File: src/hw/rtl/rhss_pkg.sv
// Shared types and constants of the rolling hash string search block.
// Holds the channel payload structs, sequencer enums and hash arithmetic constants.
// No dependencies.
`default_nettype none

package rhss_pkg;

  // Field widths
  localparam int BYTE_W        = 8;
  localparam int POSITION_W    = 32;
  localparam int LENGTH_W      = 6;
  localparam int CFG_DATA_W    = 64;
  localparam int CFG_INDEX_W   = 3;
  localparam int PATTERN_WORDS = 4;
  localparam int PAT_IDX_W     = 5;

  // Hash arithmetic: base 52 modulo 65713
  localparam int HASH_W        = 17;
  localparam int HASH_MOD_INT  = 65713;
  // Unreduced sum a*52 + b + 256*M - c*d stays below 2^25
  localparam int SUM_W         = 25;
  localparam int QUOT_W        = 9;
  localparam int QPROD_W       = SUM_W + QUOT_W;
  localparam int REM_W         = 18;

  localparam logic [HASH_W-1:0] HASH_BASE   = HASH_W'(52);
  localparam logic [HASH_W-1:0] HASH_MOD    = HASH_W'(HASH_MOD_INT);
  localparam logic [SUM_W-1:0]  HASH_OFFSET = SUM_W'(256 * HASH_MOD_INT);
  // Reciprocal of the modulus scaled by 2^SUM_W, rounded down
  localparam logic [QUOT_W-1:0] HASH_RECIP  = QUOT_W'((1 << SUM_W) / HASH_MOD_INT);

  localparam logic [POSITION_W-1:0] POSITION_MAX = '1;

  // Register indexes of the configuration port
  localparam logic [CFG_INDEX_W-1:0] REG_PATTERN_LENGTH = 3'd0;
  localparam logic [CFG_INDEX_W-1:0] REG_PATTERN_WORD_0 = 3'd1;
  localparam logic [CFG_INDEX_W-1:0] REG_PATTERN_WORD_1 = 3'd2;
  localparam logic [CFG_INDEX_W-1:0] REG_PATTERN_WORD_2 = 3'd3;
  localparam logic [CFG_INDEX_W-1:0] REG_PATTERN_WORD_3 = 3'd4;

  typedef struct packed {
    logic [BYTE_W-1:0] text_byte;
    logic              end_of_text;
  } text_item_t;

  typedef struct packed {
    logic                  found;
    logic [POSITION_W-1:0] match_position;
  } match_item_t;

  typedef enum logic [2:0] {
    S_IDLE,
    S_MUL,
    S_QUOT,
    S_SUB,
    S_FIX,
    S_VERIFY,
    S_EMIT
  } state_t;

  // What the shared multiply-reduce unit is working on
  typedef enum logic [1:0] {
    JOB_POWER,
    JOB_PATTERN,
    JOB_WINDOW
  } job_t;

endpackage

`default_nettype wire

File: src/hw/rtl/rhss_stream_if.sv
// Valid/ready stream channel used for text input and match results.
// The payload type is set per instance; no other dependencies.
`default_nettype none

interface rhss_stream_if #(
  parameter type payload_t = logic
) ();
  logic     valid;
  logic     ready;
  payload_t payload;

  modport source (output valid, output payload, input ready);
  modport sink   (input valid, input payload, output ready);
endinterface

`default_nettype wire

File: src/hw/rtl/rolling_hash_string_search.sv
// Top level of the rolling hash string search block.
// Depends on rhss_pkg and the rhss_stream_if channel interface.
`default_nettype none

// Streams text bytes on the text channel and returns one result per text on the
// result channel: found with the zero-based start of the first match, or not found
// (position 0) after the byte marked end_of_text. Once a match is reported, the rest
// of that text is consumed silently. Program pattern_length and the pattern words
// between texts; the length and pattern hash are latched at the first byte of a text.
// Steps: each text byte goes through the single shared multiply-reduce unit: the
// product (on the transfer cycle, for a byte after the first), then reciprocal
// quotient, remainder, and correction. A byte that arrives after a match skips the
// unit and is closed on its transfer cycle. The first byte of a text first uses that
// same unit to form 52^L and then the pattern hash (L being the latched length), one
// pattern position at a time, and then takes its own rolling step. A hash hit adds a
// byte-by-byte compare, and a result is handed to the output register (waiting while
// that register still holds an earlier result), then held while more bytes are taken.
module rolling_hash_string_search
  import rhss_pkg::*;
#(
  parameter int MAX_PATTERN_BYTES = 32
) (
  input  wire logic                   clk,
  input  wire logic                   rst,
  input  wire logic                   cfg_write_enable,
  input  wire logic [CFG_INDEX_W-1:0] cfg_index,
  input  wire logic [CFG_DATA_W-1:0]  cfg_data,
  rhss_stream_if.sink                 text,
  rhss_stream_if.source               result
);

  localparam int LEN_W = $clog2(MAX_PATTERN_BYTES + 1);
  localparam int IDX_W = (MAX_PATTERN_BYTES > 1) ? $clog2(MAX_PATTERN_BYTES) : 1;

  // Configuration
  logic [LENGTH_W-1:0]   pattern_length;
  logic [CFG_DATA_W-1:0] pattern_word [PATTERN_WORDS];

  // Search state
  state_t                state, state_next;
  job_t                  job;
  logic [BYTE_W-1:0]     window [MAX_PATTERN_BYTES];
  logic [HASH_W-1:0]     window_hash;
  logic [HASH_W-1:0]     pattern_hash;
  logic [HASH_W-1:0]     base_power;
  logic [LEN_W-1:0]      active_length;
  logic [POSITION_W-1:0] bytes_seen;
  logic                  match_reported;
  logic [IDX_W-1:0]      idx;

  // Item and unit registers
  logic [BYTE_W-1:0]     item_byte;
  logic                  item_last;
  logic [SUM_W-1:0]      sum_reg;
  logic [QUOT_W-1:0]     quot_reg;
  logic [REM_W-1:0]      rem_reg;

  // Result registers
  logic                  pend_found;
  logic [POSITION_W-1:0] pend_pos;
  logic                  res_valid;
  logic                  res_found;
  logic [POSITION_W-1:0] res_pos;

  // Control strobes
  logic text_ready;
  logic mul_en;
  logic finish_en;
  logic finish_hit;
  logic finish_emit;
  logic emit_load;

  // Helpers
  logic                  text_xfer;
  logic                  bytes_zero;
  logic                  out_free;
  logic [LENGTH_W-1:0]   clamped_length;
  logic [LEN_W-1:0]      len_m1;
  logic [IDX_W-1:0]      len_m1_idx;
  logic                  idx_last;
  logic [IDX_W-1:0]      win_rd_idx;
  logic [BYTE_W-1:0]     win_rd_byte;
  logic [PAT_IDX_W-1:0]  pat_idx;
  logic [BYTE_W-1:0]     pat_byte;
  logic                  verify_eq;
  logic [BYTE_W-1:0]     cur_byte;
  logic                  cur_last;
  job_t                  job_sel;
  logic [HASH_W-1:0]     mul_a;
  logic [BYTE_W-1:0]     mul_b;
  logic [BYTE_W-1:0]     mul_c;
  logic [SUM_W-1:0]      scaled_a;
  logic [SUM_W-1:0]      drop_term;
  logic [SUM_W-1:0]      unit_sum;
  logic [QPROD_W-1:0]    quot_prod;
  logic [SUM_W-1:0]      quot_mod;
  logic [SUM_W-1:0]      rem_full;
  logic [REM_W-1:0]      rem_fixed;
  logic [HASH_W-1:0]     reduced;
  logic [POSITION_W-1:0] prior_p1;
  logic                  candidate;
  logic [POSITION_W-1:0] hit_pos;

  assign text_xfer  = text.valid && text_ready;
  assign bytes_zero = (bytes_seen == '0);
  assign out_free   = !res_valid || result.ready;

  // Clamp the programmed length to 1..MAX_PATTERN_BYTES
  always_comb begin
    if (pattern_length == '0) begin
      clamped_length = LENGTH_W'(1);
    end else if (pattern_length > LENGTH_W'(MAX_PATTERN_BYTES)) begin
      clamped_length = LENGTH_W'(MAX_PATTERN_BYTES);
    end else begin
      clamped_length = pattern_length;
    end
  end

  assign len_m1     = active_length - LEN_W'(1);
  assign len_m1_idx = len_m1[IDX_W-1:0];
  assign idx_last   = (idx == len_m1_idx);

  // Single window tap: oldest byte when rolling, pattern-aligned byte when verifying
  assign win_rd_idx  = (state == S_VERIFY) ? (len_m1_idx - idx) : len_m1_idx;
  assign win_rd_byte = window[win_rd_idx];

  // Pattern byte selected by the shared index
  assign pat_idx   = PAT_IDX_W'(idx);
  assign pat_byte  = pattern_word[pat_idx[4:3]][{pat_idx[2:0], 3'b000} +: BYTE_W];
  assign verify_eq = (win_rd_byte == pat_byte);

  // Byte under work: straight from the channel on the transfer cycle
  assign cur_byte = (state == S_IDLE) ? text.payload.text_byte : item_byte;
  assign cur_last = (state == S_IDLE) ? text.payload.end_of_text : item_last;
  assign job_sel  = (state == S_IDLE) ? JOB_WINDOW : job;

  // Operand selection for the shared unit
  always_comb begin
    mul_a = base_power;
    mul_b = '0;
    mul_c = '0;
    unique case (job_sel)
      JOB_POWER: begin
        mul_a = base_power;
      end
      JOB_PATTERN: begin
        mul_a = pattern_hash;
        mul_b = pat_byte;
      end
      JOB_WINDOW: begin
        mul_a = window_hash;
        mul_b = cur_byte;
        mul_c = win_rd_byte;
      end
      default: begin
        mul_a = base_power;
      end
    endcase
  end

  // Shared unit, product step: a*52 + b + 256*M - c*52^L, never negative
  assign scaled_a  = SUM_W'(mul_a) * SUM_W'(HASH_BASE);
  assign drop_term = SUM_W'(mul_c) * SUM_W'(base_power);
  assign unit_sum  = scaled_a + SUM_W'(mul_b) + HASH_OFFSET - drop_term;

  // Quotient estimate by reciprocal, at most one short
  assign quot_prod = QPROD_W'(sum_reg) * QPROD_W'(HASH_RECIP);

  // Remainder below twice the modulus, then one correction
  assign quot_mod  = SUM_W'(quot_reg) * SUM_W'(HASH_MOD);
  assign rem_full  = sum_reg - quot_mod;
  assign rem_fixed = (rem_reg >= REM_W'(HASH_MOD)) ? (rem_reg - REM_W'(HASH_MOD)) : rem_reg;
  assign reduced   = rem_fixed[HASH_W-1:0];

  // Match candidate once a full window is in; the byte count saturates at its 32-bit maximum
  assign prior_p1  = bytes_seen + POSITION_W'(1);
  assign candidate = (prior_p1 >= POSITION_W'(active_length)) && (reduced == pattern_hash);
  assign hit_pos   = (bytes_seen == POSITION_MAX) ? POSITION_MAX
                                                  : (prior_p1 - POSITION_W'(active_length));

  // Next state
  always_comb begin
    state_next = state;
    unique case (state)
      S_IDLE: begin
        if (text.valid) begin
          if (bytes_zero) begin
            state_next = S_MUL;
          end else if (match_reported) begin
            state_next = S_IDLE;
          end else begin
            state_next = S_QUOT;
          end
        end
      end
      S_MUL:  state_next = S_QUOT;
      S_QUOT: state_next = S_SUB;
      S_SUB:  state_next = S_FIX;
      S_FIX: begin
        if (job != JOB_WINDOW) begin
          state_next = S_MUL;
        end else if (candidate) begin
          state_next = S_VERIFY;
        end else if (item_last) begin
          state_next = S_EMIT;
        end else begin
          state_next = S_IDLE;
        end
      end
      S_VERIFY: begin
        if (verify_eq && idx_last) begin
          state_next = S_EMIT;
        end else if (!verify_eq) begin
          state_next = item_last ? S_EMIT : S_IDLE;
        end
      end
      S_EMIT: begin
        if (out_free) begin
          state_next = S_IDLE;
        end
      end
      default: state_next = S_IDLE;
    endcase
  end

  // Control strobes
  always_comb begin
    text_ready = 1'b0;
    mul_en     = 1'b0;
    finish_en  = 1'b0;
    finish_hit = 1'b0;
    emit_load  = 1'b0;
    unique case (state)
      S_IDLE: begin
        text_ready = 1'b1;
        if (text.valid && !bytes_zero) begin
          mul_en    = !match_reported;
          finish_en = match_reported;
        end
      end
      S_MUL: begin
        mul_en = 1'b1;
      end
      S_FIX: begin
        finish_en = (job == JOB_WINDOW) && !candidate;
      end
      S_VERIFY: begin
        finish_en  = !verify_eq || idx_last;
        finish_hit = verify_eq && idx_last;
      end
      S_EMIT: begin
        emit_load = out_free;
      end
      default: begin
        text_ready = 1'b0;
      end
    endcase
    finish_emit = finish_en && (finish_hit || (cur_last && !match_reported));
  end

  assign text.ready = text_ready;

  // Configuration, search state and output handshake
  always_ff @(posedge clk) begin
    if (rst) begin
      state          <= S_IDLE;
      job            <= JOB_POWER;
      pattern_length <= LENGTH_W'(1);
      for (int w = 0; w < PATTERN_WORDS; w++) begin
        pattern_word[w] <= '0;
      end
      for (int k = 0; k < MAX_PATTERN_BYTES; k++) begin
        window[k] <= '0;
      end
      window_hash    <= '0;
      pattern_hash   <= '0;
      base_power     <= '0;
      active_length  <= LEN_W'(1);
      bytes_seen     <= '0;
      match_reported <= 1'b0;
      idx            <= '0;
      res_valid      <= 1'b0;
    end else begin
      state <= state_next;

      // Register writes
      if (cfg_write_enable) begin
        unique case (cfg_index)
          REG_PATTERN_LENGTH: pattern_length  <= cfg_data[LENGTH_W-1:0];
          REG_PATTERN_WORD_0: pattern_word[0] <= cfg_data;
          REG_PATTERN_WORD_1: pattern_word[1] <= cfg_data;
          REG_PATTERN_WORD_2: pattern_word[2] <= cfg_data;
          REG_PATTERN_WORD_3: pattern_word[3] <= cfg_data;
          default: ;
        endcase
      end

      // Text start: latch the length, seed the power and pattern hash, clear the window hash
      if (text_xfer && bytes_zero) begin
        active_length <= LEN_W'(clamped_length);
        base_power    <= HASH_W'(1);
        pattern_hash  <= '0;
        window_hash   <= '0;
        job           <= JOB_POWER;
        idx           <= '0;
      end

      if (text_xfer && !bytes_zero && !match_reported) begin
        job <= JOB_WINDOW;
      end

      // Shift the new byte into the window as the rolling step starts
      if (mul_en && job_sel == JOB_WINDOW) begin
        window[0] <= cur_byte;
        for (int k = 1; k < MAX_PATTERN_BYTES; k++) begin
          window[k] <= window[k-1];
        end
      end

      // Write back the reduced value and advance the sequencer
      if (state == S_FIX) begin
        unique case (job)
          JOB_POWER: begin
            base_power <= reduced;
            if (idx_last) begin
              job <= JOB_PATTERN;
              idx <= '0;
            end else begin
              idx <= idx + IDX_W'(1);
            end
          end
          JOB_PATTERN: begin
            pattern_hash <= reduced;
            if (idx_last) begin
              job <= JOB_WINDOW;
              idx <= '0;
            end else begin
              idx <= idx + IDX_W'(1);
            end
          end
          JOB_WINDOW: begin
            window_hash <= reduced;
            idx         <= '0;
          end
          default: ;
        endcase
      end

      if (state == S_VERIFY && verify_eq && !idx_last) begin
        idx <= idx + IDX_W'(1);
      end

      // Close the byte: drop the text state at its end, else count it and mark a match
      if (finish_en) begin
        if (cur_last) begin
          bytes_seen     <= '0;
          match_reported <= 1'b0;
          for (int k = 0; k < MAX_PATTERN_BYTES; k++) begin
            window[k] <= '0;
          end
        end else begin
          if (bytes_seen != POSITION_MAX) begin
            bytes_seen <= prior_p1;
          end
          if (finish_hit) begin
            match_reported <= 1'b1;
          end
        end
      end

      // Output register: load a pending result, drop it once transferred
      if (emit_load) begin
        res_valid <= 1'b1;
      end else if (result.ready) begin
        res_valid <= 1'b0;
      end
    end
  end

  // Payload registers
  always_ff @(posedge clk) begin
    if (text_xfer) begin
      item_byte <= text.payload.text_byte;
      item_last <= text.payload.end_of_text;
    end
    if (mul_en) begin
      sum_reg <= unit_sum;
    end
    if (state == S_QUOT) begin
      quot_reg <= quot_prod[QPROD_W-1 -: QUOT_W];
    end
    if (state == S_SUB) begin
      rem_reg <= rem_full[REM_W-1:0];
    end
    if (finish_emit) begin
      pend_found <= finish_hit;
      pend_pos   <= finish_hit ? hit_pos : '0;
    end
    if (emit_load) begin
      res_found <= pend_found;
      res_pos   <= pend_pos;
    end
  end

  assign result.valid                  = res_valid;
  assign result.payload.found          = res_found;
  assign result.payload.match_position = res_pos;

endmodule

`default_nettype wire

File: src/flat_wrapper.sv
// flat-port wrapper written by rule: the top's interface ports become plain ports
module rolling_hash_string_search_flat import rhss_pkg::*;
#(
  parameter int MAX_PATTERN_BYTES = 32
)
  (clk, rst, cfg_write_enable, cfg_index, cfg_data, text_valid, text_payload, text_ready, result_valid, result_payload, result_ready);
  rhss_stream_if #(.payload_t(text_item_t)) text_i ();
  rhss_stream_if #(.payload_t(match_item_t)) result_i ();
  input  wire logic clk;
  input  wire logic rst;
  input  wire logic cfg_write_enable;
  input  wire logic [CFG_INDEX_W-1:0] cfg_index;
  input  wire logic [CFG_DATA_W-1:0] cfg_data;
  input wire logic [$bits(text_i.valid)-1:0] text_valid;
  input wire logic [$bits(text_i.payload)-1:0] text_payload;
  output wire logic [$bits(text_i.ready)-1:0] text_ready;
  output wire logic [$bits(result_i.valid)-1:0] result_valid;
  output wire logic [$bits(result_i.payload)-1:0] result_payload;
  input wire logic [$bits(result_i.ready)-1:0] result_ready;
  assign text_i.valid = text_valid;
  assign text_i.payload = text_payload;
  assign text_ready = text_i.ready;
  assign result_valid = result_i.valid;
  assign result_payload = result_i.payload;
  assign result_i.ready = result_ready;
  rolling_hash_string_search #(.MAX_PATTERN_BYTES(MAX_PATTERN_BYTES)) u_core (.clk(clk), .rst(rst), .cfg_write_enable(cfg_write_enable), .cfg_index(cfg_index), .cfg_data(cfg_data), .text(text_i), .result(result_i));
endmodule
File: config.mk
export PLATFORM = sky130hd
export DESIGN_NAME = rolling_hash_string_search_flat
export DESIGN_NICKNAME = d
export VERILOG_FILES = /design/src/hw/rtl/rhss_pkg.sv /design/src/hw/rtl/rhss_stream_if.sv /design/src/hw/rtl/rolling_hash_string_search.sv /design/src/flat_wrapper.sv
export SDC_FILE = /design/constraint.sdc
export NUM_CORES = 2
export LEC_CHECK = 0
export ABC_AREA = 1
export BUFFER_PORTS_ARGS = -buffer_cell sky130_fd_sc_hd__buf_2
export CORE_UTILIZATION = 30
export DETAILED_ROUTE_END_ITERATION = 16
export PLACE_DENSITY = 0.53
export SLEW_MARGIN = 5
export SYNTH_ARGS = -nofsm -noshare
export SYNTH_HDL_FRONTEND = slang
export SYNTH_SLANG_ARGS = --single-unit
File: constraint.sdc
create_clock -name clk -period 8.6 [get_ports clk]
set_clock_uncertainty 0.15 [all_clocks]
set_input_delay 0.43 -clock clk [delete_from_list [all_inputs] [get_ports clk]]
set_output_delay 0.43 -clock clk [all_outputs]
set_load 0.01 [all_outputs]
# ---- After elaboration in Yosys (flattened, before gate mapping)
# Memories as Yosys holds them, arrays and structs flattened. A register that Yosys moved wholly into a read port is not among the register bits.
# Cells that the tools add are included.
# W data, S select, Z words.
dict set report totals {
  mem_count 2
  ramBits 512
  regBits 234
  word_cells 314
  input_bits 81
  out_inout_bits 35
}
# memory words width rd rd_clocked_by_memory_dff write_ports line
set memory_table {}
lappend memory_table {u_core.pattern_word 4 64 1 1 4 rolling_hash_string_search.sv:37} ;# logic [CFG_DATA_W-1:0] pattern_word [PATTERN_WORDS];
lappend memory_table {u_core.window 32 8 32 0 32 rolling_hash_string_search.sv:42} ;# logic [BYTE_W-1:0] window [MAX_PATTERN_BYTES];
dict set report op_classes {
  mul 4
  shifts 1
  n_reduce_logical 35
  bitwise 68
  n_eq_ne 23
  n_lt_le_gt_ge 3
  n_mux 148
  addsub 10
}
# cell n
set op_table {}
lappend op_table {{$mux W8} 66}
lappend op_table {{$mux W64} 4}
lappend op_table {{$mux W17} 10}
lappend op_table {{$mux W32} 3}
lappend op_table {{$or A1 B1 Y1} 68}
lappend op_table {{$shiftx A64 B7 Y8} 1}
lappend op_table {{$mux W1} 35}
lappend op_table {{$pmux W17 S2} 1}
lappend op_table {{$mul A25 B8 Y33 const B} 1}
lappend op_table {{$add A32 B1 Y32 const B} 1}
lappend op_table {{$eq A32 B32 Y1 const B} 1}
lappend op_table {{$ge A32 B6 Y1} 1}
lappend op_table {{$logic_not A32 Y1} 1}
lappend op_table {{$ne A32 B32 Y1 const B} 1}
lappend op_table {{$sub A32 B6 Y32} 1}
lappend op_table {{$add A25 B25 Y25 const B} 1}
lappend op_table {{$mul A8 B17 Y25} 1}
lappend op_table {{$mux W5} 5}
lappend op_table {{$sub A25 B25 Y25} 1}
lappend op_table {{$add A23 B8 Y24} 1}
lappend op_table {{$mux W3} 8}
lappend op_table {{$mul A17 B4 Y21 const B} 1}
lappend op_table {{$pmux W3 S7} 1}
lappend op_table {{$ge A18 B17 Y1 const B} 1}
lappend op_table {{other kinds (35)} 77}

# ---- Depth between registers and ports, before layout
# An unclocked memory read counts as a cell.
dict set report depth {
  word_depth 12
  mapped_depth 49
  ltp_nobuf 46
}

# ---- Worst setup path before layout
# No wires, ideal clock.
dict set report synth_timing {
  path_kind {reg-to-reg}
  startpoint {register u_core.state[2]}
  endpoint {register u_core.sum_reg[22], data pin}
  setup_slack_ps -405
  synth_period_minus_slack_ps 9005
  setup_time_ps 265
  t_required_ps 8185
  arrival_time_ps 8590
  path_buffers 2
  path_stages_with_launch 41
  path_cell_list {dfxtp_1 -> buf_4 -> inv_1 -> nand2_1 -> inv_1 -> nor2_1 -> inv_1 -> ha_1 -> clkinv_1 -> clkbuf_1 -> o21ai_0 -> inv_1 -> ha_1 -> ha_1 -> ha_1 -> inv_1 -> fa_1 -> inv_1 -> [... 5 more ...] -> fa_1 -> fa_1 -> inv_1 -> fa_1 -> inv_1 -> fa_1 -> ha_1 -> ha_1 -> a21o_1 -> a21oi_1 -> o21bai_1 -> a21oi_1 -> o21ai_0 -> a21boi_0 -> o21ai_0 -> a21boi_0 -> o21ai_0 -> xor2_1}
}
dict set report synth_via {
  elab_chain_cells 8
  word_cells_on_any_way 16
  cone_classes {3 x add/sub; 2 x mul; 3 x eq/ne; 6 x mux; 1 x reduce/logical; 1 x memory}
}
# item line
set synth_lines {}
lappend synth_lines {{from (decl)} rolling_hash_string_search.sv:40} ;# state_t state, state_next;
lappend synth_lines {{from (signal assigned)} rolling_hash_string_search.sv:284} ;# state <= state_next;
lappend synth_lines {{$logic_not A3 Y1} {rolling_hash_string_search.sv:133, rolling_hash_string_search.sv:135}}
lappend synth_lines {{$mux W2} rolling_hash_string_search.sv:135} ;# assign job_sel = (state == S_IDLE) ? JOB_WINDOW : job;
lappend synth_lines {{$eq A2 B2 Y1 or $eq A2 B1 Y1 (tied branches)} rolling_hash_string_search.sv:142} ;# unique case (job_sel)
lappend synth_lines {{$pmux W17 S2} rolling_hash_string_search.sv:142}
lappend synth_lines {{$mul A17 B4 Y21} rolling_hash_string_search.sv:162} ;# assign scaled_a = SUM_W'(mul_a) * SUM_W'(HASH_BASE);
lappend synth_lines {{$add A23 B8 Y24} rolling_hash_string_search.sv:164} ;# assign unit_sum = scaled_a + SUM_W'(mul_b) + HASH_OFFSET - drop_term;
lappend synth_lines {{$add A25 B25 Y25} rolling_hash_string_search.sv:164}
lappend synth_lines {{$sub A25 B25 Y25 *} rolling_hash_string_search.sv:164}
lappend synth_lines {{named net u_core.unit_sum[22]} rolling_hash_string_search.sv:94} ;# logic [SUM_W-1:0] unit_sum;
lappend synth_lines {{to (signal assigned)} rolling_hash_string_search.sv:387} ;# sum_reg <= unit_sum;
lappend synth_lines {{to (decl)} rolling_hash_string_search.sv:54} ;# logic [SUM_W-1:0] sum_reg;
# The timed path passes the listed nets; every way through them passes the cells marked *.
# A chain may end at the register's enable or synchronous reset.

# ---- Worst setup path in the final report
dict set report layout_timing {
  startpoint {register u_core.state[2]}
  endpoint {register u_core.sum_reg[24], data pin}
}
# The elaborated chain is that of the path after synthesis.

==> results by group <==
Logic synthesis
  • Register area share after synthesis: between 40% and 50%
  • Synth Net Count: around 6200
  • Yosys cell types: between 40 and 50
  • Syn Inst Count: between 5000 and 6000
  • Post-synth top area cell: edfxtp_1
  • Post-synth ARST share: 0%
  • EDFF count, synth: roughly 500
  • Flops & latches, synth: around 750
  • Synth Area per Inst: 8.621 um^2
  • Share of the synthesized area in the top cell type: 31.58%
  • Area contributors post-synth: edfxtp_1, fa_1, dfxtp_1
  • Main synth FF type: edfxtp_1
  • Mapped Area: 48590 um^2
  • Synth warn: 0

Finish
  • Syn-to-layout area delta: 16.14%
  • Fillers: around 17000
  • Final Non-Filler Cells: between 8000 and 9000
  • Nets@finish: around 6400
  • Regs by FF count: u_core.pattern_word (256), u_core.window (256)
  • Util after Layout: approximately a third
  • Share of cells above drive strength 1: about a tenth

Global routing
  • Grt met3 use: 3.221%
  • Vias in the first global route: between 30000 and 40000
  • First-pass GRT wire length: between 200 and 250 mm
  • Initial antenna violation count: 6
  • Tot GR Track Use: 17.00%
  • Met2 Use GR: between 20% and 30%
  • Overflow after GRT: 0
  • Largest net degree at the start of global routing: 142
  • Met1 usage: between 20 and 25%
  • Grt peak-use layer: met2

Timing
  • Max-slew violation count: 0
  • Tcrit/Tclk final: a little over nine tenths
  • FMAX: about 120 MHz
  • Worst slew pin tran: ~1.2 ns
  • Final setup vio count: 0
  • Fin. Hold Viols: 0
  • Minimum clock period: around 8.2 ns
  • Rel. slew slack: 18.08%

Critical path
  • Crit path max-delay family: adder cells
  • CP max-delay cell: fa_1
  • CP Capture Type: flip-flop
  • Worst r2r src: u_core.state[2]
  • Max incr delay on CP: about 0.53 ns
  • Crit-path max FO: 8
  • Worst R2R Setup Slack: 0.36 ns
  • R2R cell count: 39
  • R2R Path End: u_core.sum_reg[24]
  • Critical path type: flip-flop to flip-flop
  • Req. time, crit path: between 8 and 9 ns
  • Critical Path AT: approximately 8.5 ns
  • CP startpoint kind: flip-flop
  • Worst path bufs/invs: 11

Clock network
  • CTS buffer count: 89
  • CTS tree: yes
  • H-tree lvl count: 3
  • Clock Tree Root: clkbuf_16
  • Skew-Pair Late Insertion Delay: approximately 0.73 ns
  • Clock buffer depth: 3
  • Num Clock Sinks: about 750
  • Reg clk slew, reported paths: 0.06 ns

Placement
  • GPL Wtd Cong: between 0.9 and 1
  • Post-DP HPWL: about 96 mm
  • PortBufs: approximately 120
  • Dpl cells: 7814

Drt
  • DRT Pass-1 Iters: 6
  • Drt total wl: 138.6 mm
  • 1st-iter DRT viols: 2934
  • Via count: between 30000 and 40000
  • Drc violations: 0
  • WL per Instance: about 17 um
  • Drt via density: 4.768
  • Antenna-violating nets left: 0

Die
  • Die height: about 400 um
  • IO Count: ~120
  • Initial Util: a little under a third
  • Rows: about 150
  • Full die area: ~160000 um^2
  • Core ar.: roughly 160000 um^2
  • Die span in x: between 400 and 500 um

Min path
  • Min-delay src: cfg_index[0]
  • Min-Delay Path Depth: 4
  • Hold endpoint: u_core.pattern_length[0]
  • HP Class: input pin to flip-flop

Outcome
  • Run status: finished, final reports clean

Job
  • Max-Cap Viols: 0
==> worst max path at each step <==
stage                          startpoint            endpoint  slack (ns)  depth (start not counted)
after CTS                 u_core.state[2]  u_core.sum_reg[24]        0.04                         38
final                     u_core.state[2]  u_core.sum_reg[24]        0.36                         39
after global routing      u_core.state[1]  u_core.sum_reg[22]       -0.07                         40
after floorplan           u_core.state[2]  u_core.sum_reg[24]        0.04                         42
after detailed placement  u_core.state[2]  u_core.sum_reg[24]       -0.14                         37
after global placement    u_core.state[2]  u_core.sum_reg[24]      -0.006                         40
==> cell families after synthesis <==
group,synth area share [%]
AND/OR/NAND/NOR,20.54
buffers and inverters,9.197
flip-flops,41.26
AO/OA/AOI/OAI,7.979
adder cells (fa/ha/maj),16.84
XOR/XNOR,2.001
multiplexers,2.183
==> cells in the mapped netlist, types with 37 or more instances <==
cell / number
dfxtp_1: 235
nor2_1: 842
nor2_2: 62
mux2i_1: 106
nand4_1: 37
nand3_1: 469
fa_1: 265
inv_1: 864
o221ai_1: 60
a21oi_1: 218
edfxtp_1: 511
nand2_1: 903
clkbuf_1: 152
o21ai_0: 217
ha_1: 230
buf_2: 65
xor2_1: 85
a211oi_1: 54
==> repair_timing <==
action	4_1_cts	5_1_grt
pin swaps	5	23
gates resized for setup	8	74
hold buffers	73	0
setup buffers	0	14
setup endpoints to repair	4	9
endpoints found under the hold margin	262	0
==> stage by stage <==
stage	setup WS (ns)	instance area (um^2)	TNS [ns]	hold slack (ns)
after floorplan	0.04249	48620	0	0.2503
after global placement	-0.005885	52280	-0.01090	0.2537
after detailed placement	-0.1413	52280	-0.3148	0.2545
after CTS	0.04271	56030	0	0.04130
after global routing	-0.07316	56430	-0.2060	0.08042
final	0.3643	56440	0	0.09383
==> cells in the final DEF (no fill, tap or decap), types with 28 or more instances in the layout <==
cell type | netlist | layout
ha_1 | 230 | 222
buf_2 | 65 | 115
nor2_2 | 62 | 64
nor2_1 | 842 | 836
o21ai_0 | 217 | 201
a211oi_1 | 54 | 54
nand3_1 | 469 | 465
clkbuf_16 | 0 | 90
inv_1 | 864 | 853
nor3_1 | 33 | 28
dlygate4sd3_1 | 0 | 73
nand4_1 | 37 | 37
a21oi_1 | 218 | 212
o221ai_1 | 60 | 58
nand2_1 | 903 | 894
fa_1 | 265 | 262
xor2_1 | 85 | 79
edfxtp_1 | 511 | 511
mux2i_1 | 106 | 106
buf_4 | 16 | 147
dfxtp_1 | 235 | 232
==> metal layers <==
metal  routed length [um]  vias up
li1                     -    18740
met1                61910    18650
met4                 3834        2
met5                    8        -
met3                 9234      182
met2                63630      909
==> layout make-up <==
type	instances	area, um^2	share of cell area (%)
Antenna cell	4	10.01	0.01774
Clock buffer	131	2586	4.583
Clock inverter	35	405.4	0.7183
Inverter	877	3298	5.844
Multi-Input combinational cell	3759	24510	43.43
Sequential cell	746	20060	35.54
Tap cell	2160	2703	4.789
Timing Repair Buffer	359	2870	5.086
==> worst register-to-register path, delay by kind of cell, from the launching register on <==
family / cells / cell delay, ns
AO/OA/AOI/OAI: 7 / 1.02
XOR/XNOR: 3 / 0.56
adder cells (fa/ha/maj): 10 / 3.80
buffers and inverters: 11 / 0.92
flip-flops: 1 / 0.32
AND/OR/NAND/NOR: 8 / 1.19
Power is left out: the tool's default activity adds up to more than one toggle a clock period on the data nets, which glitch-free logic cannot reach.
